### src/rtl/pagc_pkg.sv
`timescale 1ns / 1ps
// Shared widths, constants, register indexes and control types of the peak-envelope AGC.
package pagc_pkg;

  localparam int SAMPLE_W   = 16;
  localparam int ENV_W      = 17;
  localparam int GAIN_W     = 16;
  localparam int GAIN_FRAC  = 14;
  localparam int LEVEL_W    = 16;
  localparam int RC_W       = 21;
  localparam int RISE_W     = 10;
  localparam int Q20_SHIFT  = 20;
  localparam int CFG_IDX_W  = 2;
  localparam int CFG_DATA_W = 21;

  localparam int DIV_STEPS  = GAIN_W;
  localparam int DIV_CNT_W  = $clog2(DIV_STEPS);

  localparam logic [ENV_W-1:0]   ENV_RESET    = ENV_W'(8258);
  localparam logic [GAIN_W-1:0]  GAIN_RESET   = GAIN_W'(16384);
  localparam logic [LEVEL_W-1:0] TARGET_RESET = LEVEL_W'(8258);
  localparam logic [GAIN_W-1:0]  MAXG_RESET   = GAIN_W'(14746);
  localparam logic [RC_W-1:0]    RC_RESET     = RC_W'(210);
  localparam logic [ENV_W-1:0]   ENV_FLOOR    = ENV_W'(66);
  localparam logic [RISE_W-1:0]  GAIN_RISE    = RISE_W'(524);
  localparam logic [RC_W-1:0]    ONE_Q20      = RC_W'(1 << Q20_SHIFT);
  localparam logic [GAIN_W-1:0]  GAIN_MAX     = {GAIN_W{1'b1}};
  localparam logic [SAMPLE_W-1:0] FULL_SCALE  = SAMPLE_W'((1 << (SAMPLE_W - 1)) - 1);

  // configuration register indexes
  localparam logic [CFG_IDX_W-1:0] REG_AGC_ENABLE    = CFG_IDX_W'(0);
  localparam logic [CFG_IDX_W-1:0] REG_TARGET_LEVEL  = CFG_IDX_W'(1);
  localparam logic [CFG_IDX_W-1:0] REG_MAX_GAIN      = CFG_IDX_W'(2);
  localparam logic [CFG_IDX_W-1:0] REG_RELEASE_COEFF = CFG_IDX_W'(3);

  typedef enum logic [3:0] {
    OP_NONE,
    OP_LOAD,
    OP_ENV_MUL,
    OP_ENV_UPD,
    OP_DIV_INIT,
    OP_DIV_STEP,
    OP_GAIN_MUL,
    OP_GAIN_UPD,
    OP_OUT_MUL,
    OP_OUT_SCALE,
    OP_OUT_LOAD
  } dp_op_t;

  typedef struct packed {
    dp_op_t op;
  } cmd_t;

  typedef struct packed {
    logic agc_on;
  } status_t;

endpackage

### src/rtl/pagc_dp.sv
`timescale 1ns / 1ps
// Datapath: configuration registers, envelope, serial divider, gain smoothing, output scaling.
module pagc_dp (
  input  logic                              clk,
  input  logic                              rst_n,
  input  logic                              cfg_wr_en,
  input  logic [pagc_pkg::CFG_IDX_W-1:0]    cfg_index,
  input  logic [pagc_pkg::CFG_DATA_W-1:0]   cfg_wdata,
  input  logic signed [pagc_pkg::SAMPLE_W-1:0] in_sample_in,
  input  pagc_pkg::cmd_t                    cmd,
  output pagc_pkg::status_t                 status,
  output logic signed [pagc_pkg::SAMPLE_W-1:0] out_sample_out
);

  localparam int SW     = pagc_pkg::SAMPLE_W;
  localparam int EW     = pagc_pkg::ENV_W;
  localparam int GW     = pagc_pkg::GAIN_W;
  localparam int NUM_W  = pagc_pkg::LEVEL_W + pagc_pkg::GAIN_FRAC;
  localparam int EPR_W  = pagc_pkg::RC_W + EW;
  localparam int GPR_W  = pagc_pkg::RISE_W + GW;
  localparam int P1_W   = SW + GW;
  localparam int P2_W   = P1_W + SW - 1;
  localparam int OSHIFT = SW - 1 + pagc_pkg::GAIN_FRAC;

  // configuration
  logic                            agc_enable_r;
  logic [pagc_pkg::LEVEL_W-1:0]    target_r;
  logic [GW-1:0]                   maxg_r;
  logic [pagc_pkg::RC_W-1:0]       rc_r;

  // item and state
  logic [SW-1:0]    sample_r;
  logic [SW-1:0]    mag_r;
  logic             neg_r;
  logic             bypass_r;
  logic [EW-1:0]    env_r;
  logic [GW-1:0]    gain_r;
  logic [EW-1:0]    a_r;
  logic [EW-1:0]    d_r;
  logic             grow_r;
  logic [EPR_W-1:0] eprod_r;
  logic [EW-1:0]    den_r;
  logic [EW-1:0]    rem_r;
  logic [GW-1:0]    qbits_r;
  logic             sat_r;
  logic [GW-1:0]    ideal_r;
  logic             drop_r;
  logic [GPR_W-1:0] gprod_r;
  logic [P1_W-1:0]  p1_r;
  logic [P2_W-1:0]  p2_r;
  logic [SW-1:0]    out_r;

  // combinational terms
  logic [SW-1:0]    raw;
  logic [SW-1:0]    mag_in;
  logic [SW+EW-1:0] a_wide;
  logic [EW-1:0]    a_val;
  logic [EW-1:0]    d_val;
  logic [pagc_pkg::RC_W-1:0] rc_sat;
  logic [EPR_W-1:0] esum;
  logic [EW:0]      dec;
  logic [EW:0]      dec_lim;
  logic [EW-1:0]    den_val;
  logic [NUM_W-1:0] num;
  logic [EW+GW-1:0] num_ext;
  logic [EW+GW-1:0] den_shift;
  logic [EW:0]      trial;
  logic [EW:0]      trial_diff;
  logic             trial_ge;
  logic [GW-1:0]    quot;
  logic [GW-1:0]    ideal_val;
  logic [GW-1:0]    gdiff;
  logic [GPR_W:0]   gsum;
  logic [GW:0]      inc;
  logic [GW:0]      gain_sum;
  logic [P2_W-1:0]  res_wide;
  logic [SW-1:0]    res;
  logic [SW-1:0]    out_val;

  assign raw    = in_sample_in;
  assign mag_in = raw[SW-1] ? (~raw + SW'(1)) : raw;

  assign a_wide = {mag_r, {EW{1'b0}}} >> SW;
  assign a_val  = a_wide[EW-1:0];
  assign d_val  = env_r - a_val;
  assign rc_sat = (rc_r > pagc_pkg::ONE_Q20) ? pagc_pkg::ONE_Q20 : rc_r;

  // round half up, never past the gap itself
  assign esum    = eprod_r + EPR_W'(1 << (pagc_pkg::Q20_SHIFT - 1));
  assign dec     = esum[EPR_W-1:pagc_pkg::Q20_SHIFT];
  assign dec_lim = (dec > {1'b0, d_r}) ? {1'b0, d_r} : dec;

  assign den_val   = (env_r < pagc_pkg::ENV_FLOOR) ? pagc_pkg::ENV_FLOOR : env_r;
  assign num       = {target_r, {pagc_pkg::GAIN_FRAC{1'b0}}};
  assign num_ext   = (EW+GW)'(num);
  assign den_shift = {den_val, {GW{1'b0}}};

  assign trial      = {rem_r, qbits_r[GW-1]};
  assign trial_diff = trial - {1'b0, den_r};
  assign trial_ge   = (trial >= {1'b0, den_r});

  assign quot      = sat_r ? pagc_pkg::GAIN_MAX : qbits_r;
  assign ideal_val = (quot > maxg_r) ? maxg_r : quot;
  assign gdiff     = ideal_val - gain_r;

  assign gsum     = (GPR_W+1)'(gprod_r) + (GPR_W+1)'(1 << (pagc_pkg::Q20_SHIFT - 1));
  assign inc      = (GW+1)'(gsum >> pagc_pkg::Q20_SHIFT);
  assign gain_sum = {1'b0, gain_r} + inc;

  assign res_wide = p2_r >> OSHIFT;
  assign res      = (res_wide > P2_W'(pagc_pkg::FULL_SCALE)) ? pagc_pkg::FULL_SCALE
                                                             : res_wide[SW-1:0];
  assign out_val  = bypass_r ? sample_r : (neg_r ? (~res + SW'(1)) : res);

  always_ff @(posedge clk) begin
    if (!rst_n) begin
      agc_enable_r <= 1'b1;
      target_r     <= pagc_pkg::TARGET_RESET;
      maxg_r       <= pagc_pkg::MAXG_RESET;
      rc_r         <= pagc_pkg::RC_RESET;
    end else if (cfg_wr_en) begin
      unique case (cfg_index)
        pagc_pkg::REG_AGC_ENABLE:    agc_enable_r <= cfg_wdata[0];
        pagc_pkg::REG_TARGET_LEVEL:  target_r     <= cfg_wdata[pagc_pkg::LEVEL_W-1:0];
        pagc_pkg::REG_MAX_GAIN:      maxg_r       <= cfg_wdata[GW-1:0];
        pagc_pkg::REG_RELEASE_COEFF: rc_r         <= cfg_wdata[pagc_pkg::RC_W-1:0];
      endcase
    end
  end

  always_ff @(posedge clk) begin
    if (!rst_n) begin
      env_r  <= pagc_pkg::ENV_RESET;
      gain_r <= pagc_pkg::GAIN_RESET;
    end else begin
      unique case (cmd.op)
        pagc_pkg::OP_ENV_UPD:  env_r <= grow_r ? a_r : (env_r - dec_lim[EW-1:0]);
        pagc_pkg::OP_GAIN_UPD: begin
          if (drop_r) begin
            gain_r <= ideal_r;
          end else begin
            gain_r <= gain_sum[GW] ? pagc_pkg::GAIN_MAX : gain_sum[GW-1:0];
          end
        end
        default: ;
      endcase
    end
  end

  always_ff @(posedge clk) begin
    unique case (cmd.op)
      pagc_pkg::OP_LOAD: begin
        sample_r <= raw;
        mag_r    <= mag_in;
        neg_r    <= raw[SW-1];
        bypass_r <= !agc_enable_r;
      end
      pagc_pkg::OP_ENV_MUL: begin
        a_r     <= a_val;
        d_r     <= d_val;
        grow_r  <= (a_val > env_r);
        eprod_r <= EPR_W'(rc_sat) * EPR_W'(d_val);
      end
      pagc_pkg::OP_DIV_INIT: begin
        den_r   <= den_val;
        sat_r   <= (num_ext >= den_shift);
        rem_r   <= EW'(num >> GW);
        qbits_r <= num[GW-1:0];
      end
      pagc_pkg::OP_DIV_STEP: begin
        rem_r   <= trial_ge ? trial_diff[EW-1:0] : trial[EW-1:0];
        qbits_r <= {qbits_r[GW-2:0], trial_ge};
      end
      pagc_pkg::OP_GAIN_MUL: begin
        ideal_r <= ideal_val;
        drop_r  <= (ideal_val < gain_r);
        gprod_r <= GPR_W'(pagc_pkg::GAIN_RISE) * GPR_W'(gdiff);
      end
      pagc_pkg::OP_OUT_MUL:   p1_r  <= P1_W'(mag_r) * P1_W'(gain_r);
      pagc_pkg::OP_OUT_SCALE: p2_r  <= P2_W'(p1_r) * P2_W'(pagc_pkg::FULL_SCALE);
      pagc_pkg::OP_OUT_LOAD:  out_r <= out_val;
      default: ;
    endcase
  end

  assign status.agc_on  = agc_enable_r;
  assign out_sample_out = out_r;

endmodule

### src/rtl/pagc_ctrl.sv
`timescale 1ns / 1ps
// Controller: sequences one request through the datapath and owns both handshakes.
module pagc_ctrl (
  input  logic               clk,
  input  logic               rst_n,
  input  logic               in_valid,
  output logic               in_ready,
  output logic               out_valid,
  input  logic               out_ready,
  input  pagc_pkg::status_t  status,
  output pagc_pkg::cmd_t     cmd
);

  typedef enum logic [3:0] {
    S_IDLE,
    S_ENV_MUL,
    S_ENV_UPD,
    S_DIV_INIT,
    S_DIV,
    S_GAIN_MUL,
    S_GAIN_UPD,
    S_OUT_MUL,
    S_OUT_SCALE,
    S_OUT_FIN
  } state_t;

  state_t                          state_r, state_nxt;
  logic [pagc_pkg::DIV_CNT_W-1:0]  cnt_r, cnt_nxt;
  logic                            out_valid_r, out_valid_nxt;
  logic                            out_free;

  assign out_free = !out_valid_r || out_ready;

  always_comb begin
    state_nxt     = state_r;
    cnt_nxt       = cnt_r;
    out_valid_nxt = out_valid_r && !out_ready;
    cmd.op        = pagc_pkg::OP_NONE;
    unique case (state_r)
      S_IDLE: begin
        if (in_valid) begin
          cmd.op    = pagc_pkg::OP_LOAD;
          state_nxt = status.agc_on ? S_ENV_MUL : S_OUT_FIN;
        end
      end
      S_ENV_MUL: begin
        cmd.op    = pagc_pkg::OP_ENV_MUL;
        state_nxt = S_ENV_UPD;
      end
      S_ENV_UPD: begin
        cmd.op    = pagc_pkg::OP_ENV_UPD;
        state_nxt = S_DIV_INIT;
      end
      S_DIV_INIT: begin
        cmd.op    = pagc_pkg::OP_DIV_INIT;
        cnt_nxt   = '0;
        state_nxt = S_DIV;
      end
      S_DIV: begin
        cmd.op  = pagc_pkg::OP_DIV_STEP;
        cnt_nxt = cnt_r + 1'b1;
        if (cnt_r == pagc_pkg::DIV_CNT_W'(pagc_pkg::DIV_STEPS - 1)) begin
          state_nxt = S_GAIN_MUL;
        end
      end
      S_GAIN_MUL: begin
        cmd.op    = pagc_pkg::OP_GAIN_MUL;
        state_nxt = S_GAIN_UPD;
      end
      S_GAIN_UPD: begin
        cmd.op    = pagc_pkg::OP_GAIN_UPD;
        state_nxt = S_OUT_MUL;
      end
      S_OUT_MUL: begin
        cmd.op    = pagc_pkg::OP_OUT_MUL;
        state_nxt = S_OUT_SCALE;
      end
      S_OUT_SCALE: begin
        cmd.op    = pagc_pkg::OP_OUT_SCALE;
        state_nxt = S_OUT_FIN;
      end
      S_OUT_FIN: begin
        // hold until the output register is free
        if (out_free) begin
          cmd.op        = pagc_pkg::OP_OUT_LOAD;
          out_valid_nxt = 1'b1;
          state_nxt     = S_IDLE;
        end
      end
    endcase
  end

  always_ff @(posedge clk) begin
    if (!rst_n) begin
      state_r     <= S_IDLE;
      cnt_r       <= '0;
      out_valid_r <= 1'b0;
    end else begin
      state_r     <= state_nxt;
      cnt_r       <= cnt_nxt;
      out_valid_r <= out_valid_nxt;
    end
  end

  assign in_ready  = (state_r == S_IDLE);
  assign out_valid = out_valid_r;

endmodule

### src/rtl/peak_envelope_audio_agc.sv
`timescale 1ns / 1ps
// Peak-envelope AGC top level: one request in, one gain-adjusted sample out.
// With gain control on, a request passes envelope update, the 16-step serial gain divider,
// gain smoothing and output scaling; a new request is taken only after the last result is loaded.
// With gain control off the sample passes through unscaled, also one request at a time.
// A waiting result sits in the output register while the next request is processed.
// Synchronous active-low reset: envelope 8258, gain 16384, registers to their defaults.
module peak_envelope_audio_agc (
  input  logic                                 clk,
  input  logic                                 rst_n,
  input  logic                                 cfg_wr_en,
  input  logic [pagc_pkg::CFG_IDX_W-1:0]       cfg_index,
  input  logic [pagc_pkg::CFG_DATA_W-1:0]      cfg_wdata,
  input  logic                                 in_valid,
  output logic                                 in_ready,
  input  logic signed [pagc_pkg::SAMPLE_W-1:0] in_sample_in,
  output logic                                 out_valid,
  input  logic                                 out_ready,
  output logic signed [pagc_pkg::SAMPLE_W-1:0] out_sample_out
);

  pagc_pkg::cmd_t    cmd;
  pagc_pkg::status_t status;

  pagc_ctrl u_ctrl (
    .clk       (clk),
    .rst_n     (rst_n),
    .in_valid  (in_valid),
    .in_ready  (in_ready),
    .out_valid (out_valid),
    .out_ready (out_ready),
    .status    (status),
    .cmd       (cmd)
  );

  pagc_dp u_dp (
    .clk            (clk),
    .rst_n          (rst_n),
    .cfg_wr_en      (cfg_wr_en),
    .cfg_index      (cfg_index),
    .cfg_wdata      (cfg_wdata),
    .in_sample_in   (in_sample_in),
    .cmd            (cmd),
    .status         (status),
    .out_sample_out (out_sample_out)
  );

  // a taken request keeps the block busy for at least the next cycle
  a_busy_after_accept: assert property (@(posedge clk) disable iff (!rst_n)
    in_valid && in_ready |=> !in_ready)
    else $error("request accepted while previous one still in progress");

  // never overwrite a result that has not been taken
  a_no_overwrite: assert property (@(posedge clk) disable iff (!rst_n)
    cmd.op == pagc_pkg::OP_OUT_LOAD |-> (!out_valid || out_ready))
    else $error("output register loaded over a pending result");

  a_load_shows_valid: assert property (@(posedge clk) disable iff (!rst_n)
    cmd.op == pagc_pkg::OP_OUT_LOAD |=> out_valid)
    else $error("result loaded but not presented");

  // datapath only loads a request while idle and handshaking
  a_load_on_accept: assert property (@(posedge clk) disable iff (!rst_n)
    cmd.op == pagc_pkg::OP_LOAD |-> (in_valid && in_ready))
    else $error("sample loaded without an accepted request");

endmodule

### config.mk
export PLATFORM = sky130hd
export DESIGN_NAME = peak_envelope_audio_agc
export DESIGN_NICKNAME = d
export VERILOG_FILES = /design/src/rtl/pagc_pkg.sv /design/src/rtl/pagc_dp.sv /design/src/rtl/pagc_ctrl.sv /design/src/rtl/peak_envelope_audio_agc.sv
export SDC_FILE = /design/constraint.sdc
export NUM_CORES = 2
export LEC_CHECK = 0
export BUFFER_PORTS_ARGS = -buffer_cell sky130_fd_sc_hd__buf_4
export CAP_MARGIN = 10
export CORE_ASPECT_RATIO = 1.75
export CORE_MARGIN = 2
export CORE_UTILIZATION = 55
export CTS_BUF_LIST = sky130_fd_sc_hd__clkbuf_16
export CTS_CLUSTER_DIAMETER = 60
export DETAILED_ROUTE_END_ITERATION = 8
export MAX_ROUTING_LAYER = met4
export PLACE_DENSITY = 0.82
export REMOVE_ABC_BUFFERS = 1
export SYNTH_ARGS = -nofsm -noshare
export SYNTH_HDL_FRONTEND = slang
export SYNTH_SLANG_ARGS = --single-unit
### constraint.sdc
create_clock -name clk -period 11.9 [get_ports clk]
set_input_delay 0 -clock clk [delete_from_list [all_inputs] [get_ports clk]]
set_output_delay 0 -clock clk [all_outputs]
set_load 0.01 [all_outputs]
* Word-level counts from Yosys, hierarchy flattened
Index checks and enable logic that the tools add are counted.
Word-level totals: bits of input ports 44, output and inout bits 18, bits in registers 389
Operators by class: add/sub/neg operators 10, order comparisons 9, multiplexer cells 26, bitwise operators 2, reduce and logical (&&, ||, !) cells 14, equality and inequality tests 26, multiply operators 4
Operators with widths (number):
- 16-bit two-way mux | 7
- 4-bit one-hot mux with 10 select lines | 2
- 17-bit two-way mux | 4
- 17-bit subtractor | 3
- 32-bit by 15-bit multiplier with 47-bit output (second input constant) | 1
- 38-bit by 20-bit adder with 38-bit output (second input constant) | 1
- 21-bit by 17-bit multiplier with 38-bit output | 1
- 17-bit one-hot mux with 2 select lines | 1
- 30-bit by 33-bit >= comparator with 1-bit output | 1
- 16-bit by 1-bit adder with 16-bit output (second input constant) | 2
- 4-bit by 3-bit == test with 1-bit output (second input constant) | 8
- 16-bit by 16-bit multiplier with 32-bit output | 1
- 16-bit NOT | 2
- 16-bit one-hot mux with 2 select lines | 1
- 26-bit by 20-bit adder with 27-bit output (second input constant) | 1
- 4-bit == test (second input constant) | 6
- 8-bit by 16-bit multiplier with 24-bit output (first input constant) | 1
- 21-bit > comparator (second input constant) | 1
- 21-bit two-way mux | 1
- 4-bit two-way mux | 5
- 18-bit by 17-bit >= comparator with 1-bit output | 1
- 18-bit by 15-bit > comparator with 1-bit output (second input constant) | 1
- 18-bit by 17-bit > comparator with 1-bit output | 1
- 16-bit by 7-bit adder with 17-bit output | 1
- 23 further kinds | 37

* Logic depth before layout (Yosys ltp)
depth in word-level cells 6, gate-level depth with buffers 41, mapped depth without buffers 39

* Hierarchy
From an unflattened synthesis, not the netlist that was laid out.
Unflattened totals: cell total of the unflattened synthesis 4933, area total of the unflattened synthesis 45840.2 µm²
By module, submodules not included:
- pagc_dp | cells each 4870, instances 1, seq. area each 8528.2 µm², area each 45303.4 µm²
- pagc_ctrl | cells each 63, instances 1, seq. area each 180.2 µm², area each 536.8 µm²

* Worst setup path before layout
Ideal clock, no wire load.
path type register -> register, start point register u_dp.mag_r[1], end point register u_dp.eprod_r[31] (data pin), clock period less this slack 8.531 ns, data arrival time 8.273 ns, data required time 11.642 ns, path buffers 2, setup time 0.258 ns, slack 3.369 ns, cell stages (with the launch flop) 36, cell sequence edfxtp_1 clkbuf_1 inv_2 fa_1 a21o_1 a21oi_1 nor2b_1 o21a_1 o22ai_1 o21ai_1 o41ai_1 o21ai_1 xnor2_2 inv_1 clkbuf_1 nand2_1 fa_1 fa_1 inv_1 fa_1 fa_1 fa_1 inv_1 fa_1 inv_1 ha_1 a21o_1 a21o_1 a21oi_1 o22ai_1 o31a_1 a41oi_1 nor2_1 or3_1 a21oi_1 xnor2_1
Between the ends: cells in the longest elaborated chain, start to end 2
Ends and longest elaborated chain:
- from (decl) | line pagc_dp.sv:33 | logic [SW-1:0] mag_r;
- from (signal assigned) | line pagc_dp.sv:154 | mag_r <= mag_in;
- 17-bit subtractor | line pagc_dp.sv:85 | assign d_val = env_r - a_val;
- named net u_dp.d_val[15] | line pagc_dp.sv:58 | logic [EW-1:0] d_val;
- 21-bit by 17-bit multiplier with 38-bit output | line pagc_dp.sv:162 | eprod_r <= EPR_W'(rc_sat) * EPR_W'(d_val);
- to (signal assigned) | line pagc_dp.sv:162
- to (decl) | line pagc_dp.sv:41 | logic [EPR_W-1:0] eprod_r;
The timed path passes the listed nets, and every way through them passes these cells. A chain may end at the register's enable or synchronous reset.

* Final worst setup path
start point register u_dp.mag_r[1], end point register u_dp.eprod_r[31] (data pin)
Between the ends: cells in the longest elaborated chain, start to end 2
Ends and longest elaborated chain (line):
- 17-bit subtractor | pagc_dp.sv:85
- 21-bit by 17-bit multiplier with 38-bit output | pagc_dp.sv:162
Every way passes these cells.

==> results_dict.tcl <==
set metrics [dict create \
    status "complete, no violations" \
    drv_slew 0 \
    arrival_ns 10.58 \
    relSlewSlack 0.118 \
    dieArea_um2 84900 \
    fin_ws_ns 1.65 \
    cts_buffer_depth 3 \
    ant_nets 0 \
    grt-ovfl-total 0 \
    initial_utilization 0.554 \
    fin_setup_tns_ns 0 \
    seq_area_frac_synth 0.192 \
    worst_pin_slew_ns 1.31 \
    vias 33900 \
    cts_sinks 322 \
    clockRootBuffer "clkbuf_16" \
    finalNetCount 6135 \
    place_congestion 0.995 \
    row_count 139 \
    antenna_cells 0 \
    worstPathMaxFanout 12 \
    ys.flop_type "edfxtp_1" \
    detail_route.wirelength_mm 126 \
    areaGrowthSynthToFinish_pct 7.25 \
    coreArea_um2 81900 \
    pin_count 62 \
    syn_area_per_cell_um2 9.37 \
    cts_setup_buffers 0 \
    startpoint_type "flop" \
    dieHeight_um 384 \
    yosysWarnings 0 \
    fin_skew_ns 0.0215 \
    cap_violations 0 \
    required_ns 12.22 \
    max_stage_delay_ns 0.84 \
    crit_path_top_delay_cell "xnor2_1" \
    path_clk_slew_ns 0.07 \
    layout_min_cycle_time_ns 10.26 \
    cts_tree "yes" \
    cts_inserted_buffers 38 \
    finalSetupViolations 0 \
    post-route-period-util 0.862 \
    netlist_area_um2 45400 \
    dpl_worst_slack_ns 1.80 \
    htreeDepth 2 \
    portBuffers 61 \
    first_pass_iters 6 \
    grt_pass1_vias 37300 \
    cts_resized 0 \
    wl_per_cell_um 21.1 \
    ys_types 79 \
    viasPerCell 5.68 \
    max_freq_mhz 97.5 \
    antenna_found_initial 0 \
    grt_setup_unrepaired "false" \
    fillers 6873 \
    grt_max_degree 96 \
    synthArstFlopShare 0 \
    path_class "reg -> reg" \
    p_per_area_nw_per_um2 161 \
    leakagePower_nw 23.8 \
    grt_first_pass_wirelength_mm 196 \
    synth_seq_cells 322 \
    ir_drop_v 0.000202 \
    drive_above_1_share 0.0505 \
    synth_edf_count 226 \
    hold_viol 0 \
    die_w_um 221 \
    hpwlAfterDp_mm 105 \
    grtUsageTotal 0.310 \
    drc 0 \
    first_iter_violations 2036 \
    path_common_cell "fa_1" \
    clk_latency_ns 0.58 \
    hp-class "in -> reg" \
    syn_inst 4845 \
    crit_path_end_kind "flop" \
]
-- cells in the mapped netlist, types with 7 or more instances --
master,count,share of area
inv_1,1065,0.088
fa_1,728,0.32
nand2_1,647,0.054
ha_1,482,0.13
nor2_1,279,0.023
edfxtp_1,226,0.15
a21oi_1,153,0.017
clkbuf_1,149,0.012
xnor2_1,116,0.022
o21ai_0,101,0.011
dfxtp_1,96,0.042
a21o_1,62,0.010
and2_1,59,0.0081
xor2_1,52,0.010
and3_1,46,0.0063
nand3_1,46,0.0051
a21boi_0,45,0.0074
nor2b_1,43,0.0059
nand2b_1,42,0.0058
nor3_1,38,0.0042
mux2i_1,35,0.0077
nand4_1,31,0.0043
o21a_1,28,0.0046
or2_2,23,0.0032
o211ai_1,22,0.0036
o21bai_1,18,0.0030
mux2_2,16,0.0040
nor4_1,15,0.0021
or3_1,15,0.0021
o31ai_1,14,0.0023
a211oi_1,13,0.0022
a221oi_1,11,0.0021
a31oi_1,10,0.0014
o211a_1,8,0.0018
o22ai_1,8,0.0011
buf_1,7,0.00058
clkinv_1,7,0.00058
-- cell families after synthesis --
family	synth area share
AND/OR/NAND/NOR	0.128
multiplexers	0.0117
AO/OA/AOI/OAI	0.0787
flip-flops	0.192
adder cells (fa/ha/maj)	0.454
buffers and inverters	0.103
XOR/XNOR	0.0328
-- routing by layer --
layer  wire [um]  vias to the layer above  GRT usage
met5           0                        -          -
met4       15000                        0      0.297
met3        5950                      657     0.0395
met2       67100                     1279      0.570
met1       38100                    16700      0.267
li1            -                    15300          -
-- critical path, delay by kind of cell (launching register included) --
| kind | cells | cell delay, ns |
|---|---|---|
| simple gates | 4 | 0.84 |
| xor+xnor | 2 | 0.92 |
| buf+inv | 5 | 0.93 |
| flops | 1 | 0.53 |
| compound gates | 14 | 3.34 |
| fa+ha+maj | 8 | 3.43 |
-- cell usage in the layout (no fill, tap or decap), types with 8 or more instances in the layout --
master / netlist / layout
o21bai_1: 18 / 18
inv_1: 1065 / 1069
or2_2: 23 / 23
dlygate4sd3_1: 0 / 41
ha_1: 482 / 482
nor2_1: 279 / 276
and2_1: 59 / 59
xnor2_1: 116 / 112
nor4_1: 15 / 15
a21o_1: 62 / 62
mux2i_1: 35 / 35
fa_1: 728 / 728
mux2_2: 16 / 16
a221oi_1: 11 / 11
xor2_1: 52 / 52
o21a_1: 28 / 28
a211oi_1: 13 / 13
o22ai_1: 8 / 8
o211a_1: 8 / 8
nand2_1: 647 / 647
edfxtp_1: 226 / 226
buf_4: 0 / 116
nor3_1: 38 / 33
o31ai_1: 14 / 14
nand2b_1: 42 / 42
nor2b_1: 43 / 42
clkbuf_16: 0 / 40
a21oi_1: 153 / 153
o211ai_1: 22 / 22
and3_1: 46 / 46
nand4_1: 31 / 31
o21ai_0: 101 / 100
clkinv_1: 7 / 12
or3_1: 15 / 15
nand3_1: 46 / 46
a21boi_0: 45 / 44
a31oi_1: 10 / 10
dfxtp_1: 96 / 96
-- final timing paths --
check	start	to	slack [ns]	cells past startpoint
max	u_dp.mag_r[1]	u_dp.eprod_r[31]	1.65	33
min	cfg_index[1]	u_dp.target_r[5]	0.03	4
max reg2reg	u_dp.mag_r[1]	u_dp.eprod_r[31]	1.65	33
min reg2reg	u_dp.target_r[2]	u_dp.target_r[2]	0.48	2
-- cell type report --
type                            count  area [um2]  share of cell area
Sequential cell                   322        8710               0.179
Tap cell                         1057        1320              0.0272
Clock inverter                     29         210             0.00432
Inverter                         1075        4040              0.0829
Timing Repair Buffer              157        1280              0.0263
Clock buffer                       40        1000              0.0206
Multi-Input combinational cell   3287       32100               0.660
-- repair_timing --
action	4_1_cts	5_1_grt
endpoints found under the setup margin	0	0
hold endpoints to repair	86	0
hold buffers	41	0
-- state kept, by name, indices dropped and copies added (netlist names), 17 cells and up --
register	flops
u_dp.rem_r	17
u_dp.env_r	17
u_dp.p1_r	32
u_dp.eprod_r	19
u_dp.d_r	17
u_dp.p2_r	18
u_dp.den_r	17
u_dp.rc_r	21
-- metrics by stage --
| stage | area, um2 | instances | hold slack [ns] | util | power (mW) |
|---|---|---|---|---|---|
| finish | 48700 | 5967 | 0.0325 | 0.594 | 7.83 |
| global route | 48700 | 5967 | 0.0691 | 0.594 | 8.60 |
| CTS | 48700 | 5966 | 0.0103 | 0.594 | 7.86 |
| detailed placement | 47000 | 5856 | 0.203 | 0.574 | 6.66 |
| global placement | 47000 | 5856 | 0.208 | 0.574 | 6.48 |
| floorplan | 44800 | 4684 | 0.0619 | - | 5.18 |
-- power breakdown --
| group | switching [mW] | leakage [nW] | total, mW | internal, mW |
|---|---|---|---|---|
| combinational | 3.06 | 20.3 | 5.17 | 2.11 |
| sequential | 0.0902 | 2.86 | 1.50 | 1.41 |
| clock | 0.523 | 0.604 | 1.16 | 0.641 |
No activity file was read; power rests on OpenSTA's default activity.
